**src/hdl/isort_pkg.sv**
```systemverilog
package isort_pkg;

   typedef struct packed {
      logic signed [31:0] value;
      logic               end_of_list;
   } req_type;

   typedef struct packed {
      logic signed [31:0] sorted_value;
      logic               last_out;
      logic               overflow;
   } rsp_type;

   typedef struct packed {
      logic insert;
      logic shift_down;
   } cell_ctrl_type;

endpackage

```
**src/hdl/isort_cell.sv**
```systemverilog
module isort_cell (
   input  logic                     clock,
   input  isort_pkg::cell_ctrl_type ctrl,
   input  logic signed [31:0]       new_value,
   input  logic                     occupied,
   input  logic signed [31:0]       left_value,
   input  logic                     left_slot,
   input  logic signed [31:0]       right_value,
   output logic signed [31:0]       value_out,
   output logic                     slot_out
);
   import isort_pkg::*;

   logic signed [31:0] value_ff;
   logic signed [31:0] value_in;
   logic               slot;

   // A cell is at or above the insertion point when it is empty or holds a
   // strictly greater value; equal values stay below, which keeps the sort stable.
   assign slot = !occupied || (value_ff > new_value);

   always_comb begin
      value_in = value_ff;
      if (ctrl.insert && slot) begin
         value_in = left_slot ? left_value : new_value;
      end else if (ctrl.shift_down) begin
         value_in = right_value;
      end
   end

   always_ff @(posedge clock) begin
      value_ff <= value_in;
   end

   assign value_out = value_ff;
   assign slot_out  = slot;

endmodule

```
**src/hdl/insertion_sorter.sv**
```systemverilog
// Insertion: one element accepted per cycle while busy is low; every cell
// compares and shifts in the same cycle.
// End of list: the first result follows in the cycle after the marking beat is
// accepted, then one result per cycle for all N held values; busy is high while
// they are output. Results cannot be stalled by the receiver.
// Reset clears the fill count, drain state and drop flag; cell contents are not cleared.
module insertion_sorter #(
   parameter int DEPTH = 16
) (
   input  logic               clock,
   input  logic               reset,
   input  logic               start,
   output logic               busy,
   input  isort_pkg::req_type req_data,
   output logic               rsp_strobe,
   output isort_pkg::rsp_type rsp_data
);
   import isort_pkg::*;

   localparam int CW = $clog2(DEPTH + 1);

   logic [CW-1:0]      count_ff, count_in;
   logic               drain_ff, drain_in;
   logic               dropped_ff, dropped_in;
   logic               accept;
   cell_ctrl_type      ctrl;
   logic signed [31:0] value_w [DEPTH];
   logic               slot_w  [DEPTH];

   assign accept          = start && !busy;
   assign ctrl.insert     = accept && (count_ff < CW'(DEPTH));
   assign ctrl.shift_down = drain_ff;

   for (genvar g = 0; g < DEPTH; g++) begin : g_cell
      logic signed [31:0] left_value;
      logic               left_slot;
      logic signed [31:0] right_value;

      if (g == 0) begin : g_first
         assign left_value = req_data.value;
         assign left_slot  = 1'b0;
      end else begin : g_inner
         assign left_value = value_w[g-1];
         assign left_slot  = slot_w[g-1];
      end

      if (g == DEPTH - 1) begin : g_last
         assign right_value = value_w[g];
      end else begin : g_body
         assign right_value = value_w[g+1];
      end

      isort_cell u_cell (
         .clock       (clock),
         .ctrl        (ctrl),
         .new_value   (req_data.value),
         .occupied    (CW'(g) < count_ff),
         .left_value  (left_value),
         .left_slot   (left_slot),
         .right_value (right_value),
         .value_out   (value_w[g]),
         .slot_out    (slot_w[g])
      );
   end

   always_comb begin
      count_in   = count_ff;
      drain_in   = drain_ff;
      dropped_in = dropped_ff;
      if (drain_ff) begin
         count_in = count_ff - CW'(1);
         if (count_ff == CW'(1)) begin
            drain_in   = 1'b0;
            dropped_in = 1'b0;
         end
      end else if (accept) begin
         if (ctrl.insert) begin
            count_in = count_ff + CW'(1);
         end else begin
            dropped_in = 1'b1;
         end
         drain_in = req_data.end_of_list;
      end
   end

   always_ff @(posedge clock) begin
      if (reset) begin
         count_ff   <= '0;
         drain_ff   <= 1'b0;
         dropped_ff <= 1'b0;
      end else begin
         count_ff   <= count_in;
         drain_ff   <= drain_in;
         dropped_ff <= dropped_in;
      end
   end

   assign busy                  = drain_ff;
   assign rsp_strobe            = drain_ff;
   assign rsp_data.sorted_value = value_w[0];
   assign rsp_data.last_out     = (count_ff == CW'(1));
   assign rsp_data.overflow     = dropped_ff;

   a_count_bound: assert property (@(posedge clock) disable iff (reset)
      count_ff <= CW'(DEPTH))
      else $error("fill count exceeds depth");

   a_eol_starts_drain: assert property (@(posedge clock) disable iff (reset)
      accept && req_data.end_of_list |=> rsp_strobe)
      else $error("end of list did not start the result stream");

   a_stream_continues: assert property (@(posedge clock) disable iff (reset)
      rsp_strobe && !rsp_data.last_out |=> rsp_strobe)
      else $error("result stream ended before the last beat");

   a_stream_ends: assert property (@(posedge clock) disable iff (reset)
      rsp_strobe && rsp_data.last_out |=> !busy)
      else $error("block still busy after the last beat");

   a_ascending: assert property (@(posedge clock) disable iff (reset)
      rsp_strobe && !rsp_data.last_out |=>
         rsp_data.sorted_value >= $past(rsp_data.sorted_value))
      else $error("results not in ascending order");

endmodule
```
**config.mk**
```make
export PLATFORM = sky130hd
export DESIGN_NAME = insertion_sorter
export DESIGN_NICKNAME = d
export VERILOG_FILES = /design/src/hdl/isort_pkg.sv /design/src/hdl/isort_cell.sv /design/src/hdl/insertion_sorter.sv
export SDC_FILE = /design/constraint.sdc
export NUM_CORES = 2
export LEC_CHECK = 0
export ABC_AREA = 0
export BUFFER_PORTS_ARGS = -buffer_cell sky130_fd_sc_hd__buf_2
export CORE_MARGIN = 2
export CORE_UTILIZATION = 25
export CTS_CLUSTER_SIZE = 8
export DETAILED_ROUTE_END_ITERATION = 12
export GPL_TIMING_DRIVEN = 0
export PLACE_DENSITY = 0.41
export SYNTH_ARGS = -nofsm -noshare
export SYNTH_HDL_FRONTEND = slang
export SYNTH_HIERARCHICAL = 1
export SYNTH_SLANG_ARGS = --single-unit
```
**constraint.sdc**
```tcl
create_clock -name clock -period 6 [get_ports clock]
set_input_delay 0.6 -clock clock [delete_from_list [all_inputs] [get_ports clock]]
set_output_delay 0.6 -clock clock [all_outputs]
set_load 0.005 [all_outputs]
```
==> flow_summary.yaml <==
outcome:
  status: "completed"
setup_path:
  critPathKind: "in2reg"
  critPathArrivalTime_ns: 4.50
  critPathRequiredTime_ns: 6.38
  start_kind: "primary input"
  path_max_fanout: 17
  worstSetupEndpointType: "flip-flop"
sta:
  grt_setup_unrepaired: "false"
  hold_viol: 0
  worst_pin_slew_ns: 1.34
  fin_crit_sh_pct: 68.6
  relSlewSlack_pct: 10.6
  fin_crit_ns: 4.11
  fmax_ghz: 0.243
  tns_ns: 0
  drv_slew: 0
  setup_viol: 0
  worst_clock_skew_ns: 0.0209
power_and_ir_drop:
  peakVddDrop_mv: 0.192
  leakagePower_nw: 22.3
  power_density_nw_per_um2: 555
  total_power_w: 0.0271
yosys:
  yosysWarnings: 6
  synthesis.area_um2: 43400
  postSynthCellCount: 4283
  avgSynthCellArea_um2: 10.1
  synth.net_count: 4834
routing:
  wl_per_cell_um: 17.8
  detail_route.first_pass.iterations: 7
  first_iter_violations: 1574
  wl_um: 120000
  drc: 0
  vias: 30400
  viasPerCell: 4.49
  ant_nets: 0
floorplan:
  num_rows: 152
  num_io_pins: 72
  die_area_um2: 177000
  fp.dieW_um: 421
  core-area_um2: 172000
  die_y_um: 421
  initial_core_util_pct: 25.2
global_route:
  antenna_found_initial: 3
  grt_overflow: 0
  grt_max_degree: 34
  grtUsageTotal_pct: 13.4
  grt_pass1_wl_um: 181000
  grt_pass1_vias: 31400
layout:
  drive_gt1_share_pct: 19.4
  area_growth_pct: 12.4
  stdcell_count: 6774
  nets: 4982
cts:
  clockRootBuffer: "clkbuf_16"
  cts_resized: 0
  clockBufferDepth: 3
  worst_skew_pair.late_latency_ns: 0.65
  clkTransAtPathRegs_ns: 0.05
  cts_setup_buffers: 0
  cts_made_buffers: 75
  h-tree-depth: 3
  holdBufCountCts: 0
  numClockSinks: 519
  cts_tree: "yes"
job:
  max-cap-violations: 0
placement:
  io_buffers: 70
  place.gp.congestion: 0.831
  hpwlAfterDp_um: 101000
  dp_cells: 6664
hold_path:
  hold_class: "in2reg"
critical path, stage by stage:
cell	delay, ns
buf_2	0.44
inv_1	0.12
ha_1	0.50
nand4_1	0.23
or4_4	0.63
nor3_1	0.28
nor3_1	0.11
nand2_1	0.10
a21bo_2	0.12
clkbuf_1	0.38
clkbuf_1	0.48
o21ai_0	0.20
mux2_4	0.28
layer usage:
layer	track usage, %	vias to the layer above	wire length (um)
met5	0	-	0
met4	3.91	0	3390
met3	1.76	175	3580
met2	22.7	430	55800
met1	17.5	14100	57600
li1	-	15700	-
worst paths after layout:
check | start | to | slack (ns) | cells after the start
worst max-delay path | req_data[32] | g_cell[6].u_cell/value_out[8] | 1.89 | 13
worst min-delay path | req_data[0] | busy | 0.22 | 3
worst max register to register | busy | g_cell[15].u_cell/value_out[7] | 1.99 | 5
worst min register to register | dropped_ff | dropped_ff | 0.57 | 2
layout by cell type, fill, tap and decap left out, types with 17 or more instances in the layout:
cell / instances
nand2_1: 648
inv_1: 567
o21ai_0: 566
ha_1: 515
edfxtp_1: 512
mux2_4: 464
a21oi_1: 257
nand4_1: 128
clkbuf_1: 123
buf_2: 88
clkbuf_16: 79
mux2_2: 66
nor3_1: 51
buf_6: 49
nand3_1: 49
o211ai_1: 32
nor2b_1: 19
a21o_1: 17
layout make-up:
type,instances,area (um^2)
tap,2310,2890
clock buffer,104,2070
sequential,519,15500
clock inverter,2,38.8
timing repair buffer,71,378
buffer,168,1030
fill,18200,123000
inverter,567,2130
antenna,4,10.0
multi-input combinational,3029,24700
state kept, by name, indices dropped and copies added, names as in the netlist:
signal                   cells
g_cell.u_cell/value_out    512
dropped_ff                   1
count_ff                     5
busy                         1
through the flow:
step / utilization (%) / area [um^2] / hold slack, ns / setup slack (ns)
3_5_place_dp: 27.1 / 46700 / 0.609 / 1.18
4_1_cts: 28.4 / 48800 / 0.168 / 1.90
6_report: 28.4 / 48800 / 0.222 / 1.89
5_1_grt: 28.4 / 48800 / 0.222 / 1.65
2_1_floorplan: - / 43400 / 0.444 / 2.61
3_3_place_gp: 27.1 / 46600 / 0.600 / 0.597
report_power, final:
group	switching [W]	internal, W
sequential	0.00187	0.00721
clock	0.00168	0.00240
combinational	0.00673	0.00715
Note: power is estimated with default switching activity, not from simulation.
